**src/rtl/pbw_pkg.sv**
```systemverilog
// Shared types and constants of the planar blitter word engine.
// Used by pbw_walk, pbw_word_alu and planar_bitblt_word_engine.
package pbw_pkg;

    localparam int WORD_BITS = 16;
    localparam int DEF_MAX_WIDTH = 4096;
    localparam int DEF_MAX_HEIGHT = 4096;
    localparam int DEF_MAX_PLANES = 8;

    localparam int ADDR_W = 5;
    localparam int DATA_W = 32;

    // Register indexes (byte address = 4 * index)
    localparam logic [2:0] REG_ROP = 3'd0;
    localparam logic [2:0] REG_MSB_FIRST = 3'd1;
    localparam logic [2:0] REG_SRC_OFFSET = 3'd2;
    localparam logic [2:0] REG_DST_OFFSET = 3'd3;
    localparam logic [2:0] REG_WIDTH = 3'd4;
    localparam logic [2:0] REG_HEIGHT = 3'd5;
    localparam logic [2:0] REG_PLANES = 3'd6;

    // Raster op codes
    localparam logic [2:0] ROP_COPY = 3'd0;
    localparam logic [2:0] ROP_NOT = 3'd1;
    localparam logic [2:0] ROP_AND = 3'd2;
    localparam logic [2:0] ROP_AND_NOT = 3'd3;
    localparam logic [2:0] ROP_OR = 3'd4;
    localparam logic [2:0] ROP_OR_NOT = 3'd5;
    localparam logic [2:0] ROP_XOR = 3'd6;
    localparam logic [2:0] ROP_XNOR = 3'd7;

    typedef struct packed {
        logic [2:0]  rop;
        logic        msb_first;
        logic [3:0]  src_offset;
        logic [3:0]  dst_offset;
        logic [12:0] width;
        logic [12:0] height;
        logic [3:0]  planes;
    } cfg_t;

    // Position of one word within the blit
    typedef struct packed {
        logic [3:0] start;     // first pixel covered
        logic [4:0] stop;      // one past the last pixel covered
        logic       last_word;
        logic       blit_end;
    } pos_t;

endpackage

```
**src/rtl/planar_bitblt_word_engine.sv**
```systemverilog
// Top level of the planar blitter word engine: APB register file, input
// stage, walker, word datapath and output register. Depends on pbw_pkg,
// pbw_walk and pbw_word_alu.
//
//  port group   dir  content (low bits first)
//  s_*          in   tdata: src_word, src_next_word, dest_word
//  m_*          out  tdata: new_dest_word; tlast: line_end; tuser: blit_end
//  p*           in   APB register access, 7 registers at 4*index
//
// One word per cycle while m_tready is high; a word passes the input register,
// then the datapath into the output register. Walker counters advance on input
// acceptance. Reset (aresetn low, synchronous) clears counters, valids and the
// configuration registers to their defaults; s_tready is low while in reset. A stalled
// output holds its word; the input register keeps accepting until it is full.
module planar_bitblt_word_engine #(
    parameter int MAX_WIDTH = pbw_pkg::DEF_MAX_WIDTH,
    parameter int MAX_HEIGHT = pbw_pkg::DEF_MAX_HEIGHT,
    parameter int MAX_PLANES = pbw_pkg::DEF_MAX_PLANES
) (
    input  logic                        aclk,
    input  logic                        aresetn,
    input  logic                        s_tvalid,
    output logic                        s_tready,
    input  logic [47:0]                 s_tdata,   // src_word, src_next_word, dest_word
    output logic                        m_tvalid,
    input  logic                        m_tready,
    output logic [15:0]                 m_tdata,   // new_dest_word
    output logic                        m_tlast,   // line_end
    output logic                        m_tuser,   // blit_end
    input  logic                        psel,
    input  logic                        penable,
    input  logic                        pwrite,
    input  logic [pbw_pkg::ADDR_W-1:0]  paddr,
    input  logic [pbw_pkg::DATA_W-1:0]  pwdata,
    output logic [pbw_pkg::DATA_W-1:0]  prdata,
    output logic                        pready
);
    pbw_pkg::cfg_t cfg_reg;
    logic [2:0]    reg_idx;
    logic          wr_en;

    logic          v1_reg, v2_reg;
    logic [47:0]   data1_reg;
    pbw_pkg::pos_t pos1_reg, pos_now;
    logic [15:0]   word2_reg, alu_out;
    logic          last2_reg, end2_reg;
    logic          adv2, accept;

    assign pready = 1'b1;
    assign reg_idx = paddr[4:2];
    assign wr_en = psel && penable && pwrite;

    always_ff @(posedge aclk) begin
        if (!aresetn) begin
            cfg_reg.rop <= pbw_pkg::ROP_COPY;
            cfg_reg.msb_first <= 1'b1;
            cfg_reg.src_offset <= '0;
            cfg_reg.dst_offset <= '0;
            cfg_reg.width <= 13'd1;
            cfg_reg.height <= 13'd1;
            cfg_reg.planes <= 4'd1;
        end else if (wr_en) begin
            unique case (reg_idx)
                pbw_pkg::REG_ROP:        cfg_reg.rop <= pwdata[2:0];
                pbw_pkg::REG_MSB_FIRST:  cfg_reg.msb_first <= pwdata[0];
                pbw_pkg::REG_SRC_OFFSET: cfg_reg.src_offset <= pwdata[3:0];
                pbw_pkg::REG_DST_OFFSET: cfg_reg.dst_offset <= pwdata[3:0];
                pbw_pkg::REG_WIDTH:      cfg_reg.width <= pwdata[12:0];
                pbw_pkg::REG_HEIGHT:     cfg_reg.height <= pwdata[12:0];
                pbw_pkg::REG_PLANES:     cfg_reg.planes <= pwdata[3:0];
                default: ;
            endcase
        end
    end

    always_comb begin
        unique case (reg_idx)
            pbw_pkg::REG_ROP:        prdata = 32'(cfg_reg.rop);
            pbw_pkg::REG_MSB_FIRST:  prdata = 32'(cfg_reg.msb_first);
            pbw_pkg::REG_SRC_OFFSET: prdata = 32'(cfg_reg.src_offset);
            pbw_pkg::REG_DST_OFFSET: prdata = 32'(cfg_reg.dst_offset);
            pbw_pkg::REG_WIDTH:      prdata = 32'(cfg_reg.width);
            pbw_pkg::REG_HEIGHT:     prdata = 32'(cfg_reg.height);
            pbw_pkg::REG_PLANES:     prdata = 32'(cfg_reg.planes);
            default:                 prdata = '0;
        endcase
    end

    // Two-stage pipeline; each stage loads when the one after it can move
    assign adv2 = !v2_reg || m_tready;
    assign s_tready = aresetn && (!v1_reg || adv2);
    assign accept = s_tvalid && s_tready;

    pbw_walk #(
        .MAX_WIDTH (MAX_WIDTH),
        .MAX_HEIGHT(MAX_HEIGHT),
        .MAX_PLANES(MAX_PLANES)
    ) u_walk (
        .aclk   (aclk),
        .aresetn(aresetn),
        .cfg    (cfg_reg),
        .step   (accept),
        .pos    (pos_now)
    );

    pbw_word_alu u_alu (
        .msb_first    (cfg_reg.msb_first),
        .rop          (cfg_reg.rop),
        .src_offset   (cfg_reg.src_offset),
        .dst_offset   (cfg_reg.dst_offset),
        .start        (pos1_reg.start),
        .stop         (pos1_reg.stop),
        .src_word     (data1_reg[15:0]),
        .src_next_word(data1_reg[31:16]),
        .dest_word    (data1_reg[47:32]),
        .new_dest_word(alu_out)
    );

    always_ff @(posedge aclk) begin
        if (!aresetn) begin
            v1_reg <= 1'b0;
            v2_reg <= 1'b0;
        end else begin
            if (accept) begin
                v1_reg <= 1'b1;
            end else if (adv2) begin
                v1_reg <= 1'b0;
            end
            if (adv2) begin
                v2_reg <= v1_reg;
            end
        end
    end

    always_ff @(posedge aclk) begin
        if (accept) begin
            data1_reg <= s_tdata;
            pos1_reg <= pos_now;
        end
        if (adv2 && v1_reg) begin
            word2_reg <= alu_out;
            last2_reg <= pos1_reg.last_word;
            end2_reg <= pos1_reg.blit_end;
        end
    end

    assign m_tvalid = v2_reg;
    assign m_tdata = word2_reg;
    assign m_tlast = last2_reg;
    assign m_tuser = end2_reg;

endmodule

```
**src/rtl/pbw_walk.sv**
```systemverilog
// Word / line / plane walker: tracks the position of the next word and derives
// its edge limits and end flags. Depends on pbw_pkg.
module pbw_walk #(
    parameter int MAX_WIDTH = pbw_pkg::DEF_MAX_WIDTH,
    parameter int MAX_HEIGHT = pbw_pkg::DEF_MAX_HEIGHT,
    parameter int MAX_PLANES = pbw_pkg::DEF_MAX_PLANES
) (
    input  logic           aclk,
    input  logic           aresetn,
    input  pbw_pkg::cfg_t  cfg,
    input  logic           step,
    output pbw_pkg::pos_t  pos
);
    localparam int MAX_WORDS = (MAX_WIDTH + 30) / 16;
    localparam int WIX = (MAX_WORDS > 1) ? $clog2(MAX_WORDS) : 1;
    localparam int LIX = (MAX_HEIGHT > 1) ? $clog2(MAX_HEIGHT) : 1;
    localparam int PIX = (MAX_PLANES > 1) ? $clog2(MAX_PLANES) : 1;
    localparam int WCW = $clog2(MAX_WIDTH + 1);
    localparam int HCW = $clog2(MAX_HEIGHT + 1);
    localparam int PCW = $clog2(MAX_PLANES + 1);
    localparam int SPW = $clog2(MAX_WIDTH + 31);
    localparam int NW = SPW - 4;

    logic [WIX-1:0] word_reg, word_next;
    logic [LIX-1:0] line_reg, line_next;
    logic [PIX-1:0] plane_reg, plane_next;

    logic [WCW-1:0] w_clamped;
    logic [HCW-1:0] h_clamped, h_m1;
    logic [PCW-1:0] p_clamped, p_m1;
    logic [SPW-1:0] span_up;
    logic [NW-1:0]  nwords;
    logic [3:0]     span_rem;
    logic           last_word, last_line, last_plane;

    always_comb begin
        if (cfg.width == '0) begin
            w_clamped = WCW'(1);
        end else if (cfg.width > MAX_WIDTH) begin
            w_clamped = WCW'(MAX_WIDTH);
        end else begin
            w_clamped = WCW'(cfg.width);
        end
        if (cfg.height == '0) begin
            h_clamped = HCW'(1);
        end else if (cfg.height > MAX_HEIGHT) begin
            h_clamped = HCW'(MAX_HEIGHT);
        end else begin
            h_clamped = HCW'(cfg.height);
        end
        if (cfg.planes == '0) begin
            p_clamped = PCW'(1);
        end else if (cfg.planes > MAX_PLANES) begin
            p_clamped = PCW'(MAX_PLANES);
        end else begin
            p_clamped = PCW'(cfg.planes);
        end
    end

    assign h_m1 = h_clamped - HCW'(1);
    assign p_m1 = p_clamped - PCW'(1);

    // Round (width + dst offset) up to whole words
    assign span_up = SPW'(w_clamped) + SPW'(cfg.dst_offset) + SPW'(15);
    assign nwords = span_up[SPW-1:4];
    assign span_rem = w_clamped[3:0] + cfg.dst_offset;

    assign last_word = ((WIX + 1)'(word_reg) + (WIX + 1)'(1)) >= nwords;
    assign last_line = line_reg >= h_m1;
    assign last_plane = plane_reg >= p_m1;

    always_comb begin
        pos.start = (word_reg == '0) ? cfg.dst_offset : 4'd0;
        pos.stop = (last_word && span_rem != 4'd0) ? {1'b0, span_rem} : 5'd16;
        pos.last_word = last_word;
        pos.blit_end = last_word && last_line && last_plane;
    end

    always_comb begin
        word_next = word_reg;
        line_next = line_reg;
        plane_next = plane_reg;
        if (step) begin
            if (!last_word) begin
                word_next = word_reg + WIX'(1);
            end else begin
                word_next = '0;
                if (!last_line) begin
                    line_next = line_reg + LIX'(1);
                end else begin
                    line_next = '0;
                    plane_next = last_plane ? '0 : plane_reg + PIX'(1);
                end
            end
        end
    end

    always_ff @(posedge aclk) begin
        if (!aresetn) begin
            word_reg <= '0;
            line_reg <= '0;
            plane_reg <= '0;
        end else begin
            word_reg <= word_next;
            line_reg <= line_next;
            plane_reg <= plane_next;
        end
    end

endmodule

```
**src/rtl/pbw_word_alu.sv**
```systemverilog
// Word datapath: funnel shift of the source, raster op and edge-mask merge.
// Purely combinational; depends on pbw_pkg.
module pbw_word_alu (
    input  logic                            msb_first,
    input  logic [2:0]                      rop,
    input  logic [3:0]                      src_offset,
    input  logic [3:0]                      dst_offset,
    input  logic [3:0]                      start,
    input  logic [4:0]                      stop,
    input  logic [pbw_pkg::WORD_BITS-1:0]   src_word,
    input  logic [pbw_pkg::WORD_BITS-1:0]   src_next_word,
    input  logic [pbw_pkg::WORD_BITS-1:0]   dest_word,
    output logic [pbw_pkg::WORD_BITS-1:0]   new_dest_word
);
    logic [3:0]                         shamt;
    logic [2*pbw_pkg::WORD_BITS-1:0]    cat_r, cat_l;
    logic [pbw_pkg::WORD_BITS-1:0]      src_al, rop_out, mask;

    assign shamt = src_offset - dst_offset;
    assign cat_r = {src_word, src_next_word} << shamt;
    assign cat_l = {src_next_word, src_word} >> shamt;
    assign src_al = msb_first ? cat_r[2*pbw_pkg::WORD_BITS-1:pbw_pkg::WORD_BITS]
                              : cat_l[pbw_pkg::WORD_BITS-1:0];

    always_comb begin
        case (rop)
            pbw_pkg::ROP_COPY:    rop_out = src_al;
            pbw_pkg::ROP_NOT:     rop_out = ~src_al;
            pbw_pkg::ROP_AND:     rop_out = dest_word & src_al;
            pbw_pkg::ROP_AND_NOT: rop_out = dest_word & ~src_al;
            pbw_pkg::ROP_OR:      rop_out = dest_word | src_al;
            pbw_pkg::ROP_OR_NOT:  rop_out = dest_word | ~src_al;
            pbw_pkg::ROP_XOR:     rop_out = dest_word ^ src_al;
            default:              rop_out = dest_word ^ ~src_al;
        endcase
    end

    // Pixel p sits at bit p, or at bit 15-p when msb_first is set
    always_comb begin
        logic [3:0] pix;
        pix = '0;
        for (int i = 0; i < pbw_pkg::WORD_BITS; i++) begin
            pix = msb_first ? 4'(pbw_pkg::WORD_BITS - 1 - i) : 4'(i);
            mask[i] = (pix >= start) && ({1'b0, pix} < stop);
        end
    end

    assign new_dest_word = (dest_word & ~mask) | (rop_out & mask);

endmodule

```
**config.mk**
```make
export PLATFORM = sky130hd
export DESIGN_NAME = planar_bitblt_word_engine
export DESIGN_NICKNAME = d
export VERILOG_FILES = /design/src/rtl/pbw_pkg.sv /design/src/rtl/planar_bitblt_word_engine.sv /design/src/rtl/pbw_walk.sv /design/src/rtl/pbw_word_alu.sv
export SDC_FILE = /design/constraint.sdc
export NUM_CORES = 1
export LEC_CHECK = 0
export ABC_AREA = 0
export BUFFER_PORTS_ARGS = -buffer_cell sky130_fd_sc_hd__clkbuf_2
export CAP_MARGIN = 20
export CORE_MARGIN = 5
export CORE_UTILIZATION = 27
export CTS_CLUSTER_SIZE = 16
export DETAILED_ROUTE_END_ITERATION = 16
export GPL_TIMING_DRIVEN = 1
export PLACE_DENSITY = 0.5
export SLEW_MARGIN = 15
export SYNTH_ARGS = -nofsm -noshare
export SYNTH_HDL_FRONTEND = slang
export SYNTH_SLANG_ARGS = --single-unit
```
**constraint.sdc**
```tcl
create_clock -name aclk -period 5.2 [get_ports aclk]
set_input_delay 0.78 -clock aclk [delete_from_list [all_inputs] [get_ports aclk]]
set_output_delay 0.78 -clock aclk [all_outputs]
set_load 0.005 [all_outputs]
```
# Word-level counts from Yosys, hierarchy flattened
# Index checks and enable logic that the tools add are counted.
dict set report totals {
  reg_bits 145
  in_bits 92
  output_inout_bits 53
  word_cells 170
}
dict set report op_classes {
  addsub 10
  order_cmp 38
  eq_ne 12
  shift 2
  muxes 31
  n_bitwise 11
  reduce_logical 45
}
# op count
set ops {}
lappend ops {{one-hot mux 16 bit (7 select lines)} 1}
lappend ops {{one-hot mux 13 bit (7 select lines)} 1}
lappend ops {{< comparator 4 x 5 -> 1 bit} 16}
lappend ops {{two-way mux 4 bit} 18}
lappend ops {{AND 16 bit} 4}
lappend ops {{>= comparator 4 bit} 16}
lappend ops {{two-way mux 13 bit} 4}
lappend ops {{OR 16 bit} 3}
lappend ops {{NOT 16 bit} 2}
lappend ops {{<< shifter 32 x 4 -> 32 bit} 1}
lappend ops {{>> shifter 32 x 4 -> 16 bit} 1}
lappend ops {{XOR 16 bit} 2}
lappend ops {{> comparator 13 bit (second input constant)} 2}
lappend ops {{zero test 13 bit} 2}
lappend ops {{logical AND 1 bit} 24}
lappend ops {{equality test 3 bit (second input constant)} 6}
lappend ops {{two-way mux 16 bit} 1}
lappend ops {{AND reduction 2 bit} 8}
lappend ops {{adder 13 x 4 -> 13 bit} 1}
lappend ops {{adder 13 x 4 -> 13 bit (second input constant)} 1}
lappend ops {{>= comparator 12 x 13 -> 1 bit} 1}
lappend ops {{subtractor 13 x 1 -> 13 bit (second input constant)} 1}
lappend ops {{adder 12 x 1 -> 12 bit (second input constant)} 1}
lappend ops {{equality test 3 x 2 -> 1 bit (second input constant)} 4}
lappend ops {{23 further kinds} 28}

# Depth between registers and ports, before layout
# Gate-level depths: netlist of the first run.
dict set report depth {
  word_depth 8
  ltp_mapped 22
  ltp_nobuf 20
}

# Hierarchy
# A second synthesis of the first run with hierarchy kept.
dict set report hier_totals {
  cells_unflattened 1128
  hier_area_um2 11370.9
}
# module n_inst cells_each area_each_um2 seq_area_each_um2
set by_module_without_submodules {}
lappend by_module_without_submodules {planar_bitblt_word_engine 1 316 4526.8 3193.1}
lappend by_module_without_submodules {pbw_word_alu 1 442 4058.9 0.0}
lappend by_module_without_submodules {pbw_walk 1 370 2785.2 480.5}

# Worst setup path after synthesis of the first run
# Ideal clock, no wire load.
dict set report synth_timing {
  path_kind {reg2reg}
  start {reg cfg_reg[25] (netlist name)}
  end {reg u_walk.word_reg[6]}
  setup_ps 81
  arrival_time_ps 4160
  required_time_ps 5119
  setup_slack_ps 959
  stages_incl_launch_ff 23
  n_path_buf 3
  period_less_slack_ps 4241
  cell_sequence {dfxtp_1 clkbuf_1 nor4_1 nand3_1 a21oi_1 inv_2 ha_1 nor3b_1 o21ai_1 a21boi_1 o2111ai_1 nor2_1 xor2_1 nand2b_1 ha_1 a21o_1 a21oi_1 o21ai_1 a41oi_1 clkbuf_1 clkbuf_1 a31oi_1 a31oi_1}
}
dict set report synth_between {
  elab_chain_len 7
  word_cells_on_any_way 8
  classes_between {add/sub (2); order compare (2); mux (3); reduce/logical (1)}
}
# element line
set synth_lines {}
lappend synth_lines {{from (decl)} planar_bitblt_word_engine.sv:38} ;# pbw_pkg::cfg_t cfg_reg;
lappend synth_lines {{> comparator 13 bit} pbw_walk.sv:39} ;# end else if (cfg.width > MAX_WIDTH) begin
lappend synth_lines {{two-way mux 13 bit} pbw_walk.sv:39}
lappend synth_lines {{two-way mux 13 bit (*)} pbw_walk.sv:37} ;# if (cfg.width == '0) begin
lappend synth_lines {{adder 13 x 4 -> 13 bit (*) (2 in a row)} pbw_walk.sv:64} ;# assign span_up = SPW'(w_clamped) + SPW'(cfg.dst_offset) + SPW'(15);
lappend synth_lines {{>= comparator 10 x 9 -> 1 bit (*)} pbw_walk.sv:68} ;# assign last_word = ((WIX + 1)'(word_reg) + (WIX + 1)'(1)) >= nwords;
lappend synth_lines {{two-way mux 9 bit (*)} pbw_walk.sv:84} ;# if (!last_word) begin
lappend synth_lines {{to (signal assigned)} pbw_walk.sv:104} ;# word_reg <= word_next;
lappend synth_lines {{to (decl)} pbw_walk.sv:24} ;# logic [WIX-1:0] word_reg, word_next;
# Mark *: on every way between the ends. The rest lies on a longest branch, timed or not.
# A chain may end at the register's enable or synchronous reset.

# Worst setup path after layout of the first run
dict set report layout_timing {
  start {reg cfg_reg[25] (netlist name)}
  end {reg u_walk.plane_reg[2]}
}
dict set report layout_between {
  elab_chain_len 7
  word_cells_on_any_way 8
  classes_between {add/sub (2); order compare (2); mux (2); reduce/logical (2)}
}
# element line
set layout_lines {}
lappend layout_lines {{> comparator 13 bit} pbw_walk.sv:39}
lappend layout_lines {{two-way mux 13 bit} pbw_walk.sv:39}
lappend layout_lines {{two-way mux 13 bit (*)} pbw_walk.sv:37}
lappend layout_lines {{adder 13 x 4 -> 13 bit (*) (2 in a row)} pbw_walk.sv:64}
lappend layout_lines {{>= comparator 10 x 9 -> 1 bit (*)} pbw_walk.sv:68}
lappend layout_lines {{AND reduction 3 bit (no line) (*)} n/a}
lappend layout_lines {{to (signal assigned)} pbw_walk.sv:106} ;# plane_reg <= plane_next;
lappend layout_lines {{to (decl)} pbw_walk.sv:26} ;# logic [PIX-1:0] plane_reg, plane_next;
# Marks and branches as above.

==> results.cfg, run 1 <==
[layout]
antennaDiodeCount = 0
layout-drive-gt1-share_pct = 18.24
layout.cells.non_filler = 1720
utilization_pct = 31.25
largest_reg_flops = 48
nets = 1334
most-common-layout-cells = nand2_1, clkbuf_2, edfxtp_1
final_common_cell = nand2_1
syn_to_final_growth_pct = 14.57

[yosys]
synthMuxAreaShare_pct = 19.46
synth_cells = 1109
yosys_warnings = 0
synth_compound_area_share_pct = 15.96
synth_ff_type = edfxtp_1
synth-simple-area-share_pct = 15.74
synth_edf_count = 77
synth_cell_types = 64
synthXorXnorAreaFrac_pct = 2.494
syn_avg_cell_area_um2 = 9.772
yosys.area_share.adder_pct = 7.066
postSynth.asyncResetShare_pct = 0
synth_top_family_by_area = multiplexers
yosys_register_bits = 145
ys_seq_area_share_pct = 33.90
syn-cell-area_mm2 = 0.01084

[power]
clkPwrFrac_pct = 42.6
p_int_uw = 2199
p_leak_uw = 0.004844
peakVddDrop_uv = 193.9
seqPwrFrac_pct = 42.8
switching_share_pct = 26.50
switching_power_uw = 792.6
p_comb_share_pct = 14.5
powerDensity_mw_per_mm2 = 240.9

[sta]
fin_crit_ns = 4.682
fin_setup_tns_ns = 0
fmax_mhz = 213.6
tightestPinTransition_ns = 0.9636
grt_setup_unrepaired = no
maxSlewViolCount = 0
slew_headroom_pct = 35.67
fin_crit_sh_pct = 90.04
finalClockSkew_ns = 0.006191
setup_viol_count_final = 0
hold_viol = 0

[worst_setup_path]
startpoint_type = flip-flop
slowest_delay_ns = 0.40
path_cells = nor4_1 -> nand3_1 -> a21oi_1 -> inv_2 -> ha_1 -> nor3b_1 -> o21ai_1 -> a21boi_1 -> o2111ai_1 -> nor2_1 -> xor2_1 -> nand2b_1 -> ha_1 -> a21o_1 -> a21oi_1 -> o21ai_1 -> a41oi_2 -> buf_4 -> nor3_1 -> o2bb2ai_1
cpMaxStageDelayCell = buf_4
cp_num_buf_inv = 2
worstSetupEndpointType = flip-flop
worstSetupPathType = flip-flop to flip-flop
cpLargestDelayFamily = compound AO/OA/AOI/OAI gates
crit_fanout = 34
cp.required_ns = 5.52
arrival_ns = 5.00

[cts]
insertion_delay_ns = 0.44
cts_tree = done
cts-resized-gates = 0
holdBufCountCts = 0
cts_made_buffers = 17
cts_max_level = 4
clock-root-buffer = clkbuf_16
cts_buffer_depth = 2
cts.sinks = 145
clk_pin_slew_worst_paths_ns = 0.07
cts_setup_buffers = 0

[floorplan]
initial_utilization_pct = 27.27
io_pins = 145
fp-row-count = 73
fp.dieW_um = 210.3
core-area_mm2 = 0.03973
die_area_mm2 = 0.04424
die_h_um = 210.3

[routing]
drt_wl_total_um = 30430
vias = 8777
viasPerCell = 5.103
wl_per_cell_um = 17.69
first_pass_iters = 6
drt_drc_violations_left = 0
final_antenna_net_count = 0
drt_iter0_drc = 606

[place]
gp_congestion = 0.8603
placed_cells = 1687
io_buffers = 103
hpwl_um = 23100

[job]
maxCapViolations = 0

[grt]
grt-ovfl-total = 0
antenna_found_initial = 3
grt_usage_pct = 13.68
grt_pass1_wl_um = 47960
grt_pass1_vias = 8438
grt_max_degree = 72

[status]
status = complete, no violations

[min_path]
min_path_type = flip-flop to flip-flop
-- power groups by stage --
stage	Combinational [uW]	Sequential, uW	Clock [uW]
after detailed placement	434	1310	0
after floorplan	305	1300	0
after CTS	436	1280	1320
after global placement	430	1310	0
final	435	1280	1270
after global routing	478	1290	1360
-- cell type report --
cell class / instances / area, um^2
timing repair buffer: 116 / 638.1
sequential: 145 / 3674
clock buffer: 21 / 481.7
multi-input combinational: 862 / 6693
fill: 4071 / 27320
clock inverter: 11 / 122.6
inverter: 40 / 150.1
tap: 525 / 656.9
-- worst register-to-register path, delay by kind of cell, from the launching register on --
kind	cells	cell delay, ns
buf+inv	2	0.45
fa+ha+maj	2	0.49
compound gates	9	1.94
simple gates	6	1.16
xor+xnor	1	0.17
flops	1	0.37
-- path summary, 6_finish.rpt --
| path | startpoint | to | slack [ns] | cells after the start |
|---|---|---|---|---|
| worst max-delay path | cfg_reg[25] | u_walk.plane_reg[2] | 0.52 | 20 |
| worst min-delay path | pos1_reg[1] | m_tlast | 0.42 | 0 |
| worst max register to register | cfg_reg[25] | u_walk.plane_reg[2] | 0.52 | 20 |
| worst min register to register | pos1_reg[1] | m_tlast | 0.42 | 0 |
-- through the flow --
stage	area (um^2)	worst slack, ns	total power, uW	hold slack [ns]
2_1_floorplan	10900	0.9595	1601	0.4003
3_3_place_gp	11790	0.5565	1736	0.4081
3_5_place_dp	11790	0.4835	1741	0.4062
4_1_cts	12400	0.4704	3033	0.4211
5_1_grt	12420	0.002981	3124	0.4218
6_report	12420	0.5178	2991	0.4228
-- cells in the mapped netlist, types with 32 or more instances --
cell      count  area share [%]
nand2_1     110             3.8
edfxtp_1     77              21
mux2i_1      76             7.0
dfxtp_1      68              13
a21oi_1      65             3.0
ha_1         58             6.7
mux4_2       56              12
nand3_1      56             2.6
nor2_1       51             1.8
clkbuf_1     42             1.5
inv_1        34             1.2
nor2b_1      32             1.8
-- metal layers --
metal  up-vias  share of wire [%]  global-route usage [%]
li1       4288                  -                       -
met1      4264                 46                   18.54
met2       185                 48                   22.22
met3        34                4.1                   2.619
met4         6                1.7                   4.230
met5         -               0.11                       0
-- logic make-up (layout without fill, tap and decap cells) --
logic type / after synthesis / in the layout
compound gates: 265 / 265
xor+xnor: 30 / 30
fa+ha+maj: 60 / 60
buf+inv: 120 / 188
flops: 145 / 145
mux: 137 / 137
other cells: 2 / 20
simple gates: 350 / 350
(Power assumes the default switching activity.)
==> inputs of run 2 (changes only) <==
--- a/config.mk
+++ b/config.mk
@@ -10,6 +10,7 @@
 export CAP_MARGIN = 20
 export CORE_MARGIN = 5
 export CORE_UTILIZATION = 27
+export CTS_BUF_LIST = sky130_fd_sc_hd__clkbuf_8
 export CTS_CLUSTER_SIZE = 16
 export DETAILED_ROUTE_END_ITERATION = 16
 export GPL_TIMING_DRIVEN = 1
==> run 2 against run 1 <==
  * Global-route usage fell by 0.082 points
  * Total power fell by 10%
  * Via count rose by 0.26%
  * Critical endpoint unchanged
  * Largest cell class unchanged
  * Highest routed layer unchanged
==> results.cfg, run 2 (synthesis gave the netlist of run 1 again) <==
[status]
status = complete, no violations

[worst_setup_path]
startpoint_type = flip-flop
worstSetupPathType = flip-flop to flip-flop
worstSetupEndpointType = flip-flop
reg2reg_setup_slack_ns = 0.51
arrival_ns = 5.06
cp.required_ns = 5.57
crit_fanout = 34

[floorplan]
io_pins = 145
initial_utilization_pct = 27.27
die_h_um = 210.3
fp-row-count = 73
core-area_mm2 = 0.03973
die_area_mm2 = 0.04424
fp.dieW_um = 210.3

[layout]
syn_to_final_growth_pct = 12.85
final_area_mm2 = 0.01223
largest_reg_flops = 48
multi_input_area_mm2 = 0.006693
final.fill_count = 4093
most-common-layout-cells = nand2_1, clkbuf_2, edfxtp_1
layout-drive-gt1-share_pct = 18.24
antennaDiodeCount = 0
regArea_mm2 = 0.003674
final_common_cell = nand2_1
nets = 1334

[job]
maxCapViolations = 0

[routing]
drt_iter0_drc = 614
drt_wl_total_um = 30270
viasPerCell = 5.116
wl_per_cell_um = 17.60
first_pass_iters = 6
final_antenna_net_count = 0
drt_drc_violations_left = 0
vias = 8800

[grt]
grt_max_degree = 72
antenna_found_initial = 3
grt_usage_pct = 13.59
grt_pass1_vias = 8426
grt-ovfl-total = 0
grt_pass1_wl_um = 47800

[cts]
cts.sinks = 145
clock-root-buffer = clkbuf_8
insertion_delay_ns = 0.49
cts_tree = done
cts_made_buffers = 17
cts_setup_buffers = 0
cts-resized-gates = 0
holdBufCountCts = 0
cts_max_level = 4
cts_buffer_depth = 2
clk_pin_slew_worst_paths_ns = 0.09

[sta]
grt_setup_unrepaired = no
maxSlewViolCount = 0
setup_viol_count_final = 0
fin_setup_tns_ns = 0
fmax_mhz = 213.3
hold_viol = 0
fin_crit_ns = 4.687
fin_crit_sh_pct = 90.14
slew_headroom_pct = 36.25
tightestPinTransition_ns = 0.9549
finalClockSkew_ns = 0.01092

[power]
peakVddDrop_uv = 155.1
powerDensity_mw_per_mm2 = 219.4
p_leak_uw = 0.004763

[place]
gp_congestion = 0.8603
hpwl_um = 23100
io_buffers = 103
placed_cell_area_mm2 = 0.01179

[min_path]
min_path_type = flip-flop to flip-flop
-- run 2: path summary, 6_finish.rpt --
| check | start | to | cells after the start |
|---|---|---|---|
| setup reg to reg | cfg_reg[25] | u_walk.plane_reg[2] | 20 |
| hold / removal | pos1_reg[1] | m_tlast | 0 |
| hold reg to reg | pos1_reg[1] | m_tlast | 0 |
| setup / recovery | cfg_reg[25] | u_walk.plane_reg[2] | 20 |
-- run 2: power breakdown --
part / total, uW / switching [uW] / internal (uW)
registers: 1280 / 30.3 / 1250
clock network: 969 / 468 / 500
logic: 434 / 250 / 185
-- run 2: final cells by class --
cell class | count | share of cell area (%)
multi-input combinational | 862 | 54.73
inverter | 40 | 1.228
clock buffer | 19 | 2.138
sequential | 145 | 30.04
tap | 525 | 5.371
timing repair buffer | 116 | 5.218
clock inverter | 13 | 1.279
-- run 2: routing by layer --
| layer | part of all wire (%) | vias to the layer above | track usage [%] |
|---|---|---|---|
| li1 | - | 4290 | - |
| met1 | 46 | 4277 | 18.58 |
| met2 | 48 | 193 | 22.14 |
| met3 | 4.6 | 34 | 2.753 |
| met4 | 1.3 | 6 | 3.510 |
| met5 | 0.099 | - | 0 |
-- run 2: critical path, stage by stage (launching register included) --
cell and delay (ns):
dfxtp_1 0.38, nor4_1 0.36, nand3_1 0.15, a21oi_1 0.31
inv_2 0.05, ha_1 0.18, nor3b_1 0.18, o21ai_1 0.10
a21boi_1 0.35, o2111ai_1 0.25, nor2_1 0.22, xor2_1 0.17
nand2b_1 0.08, ha_1 0.30, a21o_1 0.18, a21oi_1 0.14
o21ai_1 0.09, a41oi_2 0.34, buf_4 0.40, nor3_1 0.16
o2bb2ai_1 0.18
-- run 2: metrics by stage --
| stage | hold WS, ns | total power (uW) | cells | worst slack, ns | utilization, % |
|---|---|---|---|---|---|
| global route | 0.4285 | 2818 | 1720 | 0.004858 | 30.78 |
| floorplan | 0.4003 | 1601 | 1127 | 0.9595 | - |
| detailed placement | 0.4062 | 1741 | 1687 | 0.4835 | 29.68 |
| finish | 0.4293 | 2683 | 1720 | 0.5128 | 30.78 |
| CTS | 0.4269 | 2726 | 1719 | 0.4734 | 30.73 |
| global placement | 0.4081 | 1736 | 1687 | 0.5565 | 29.68 |
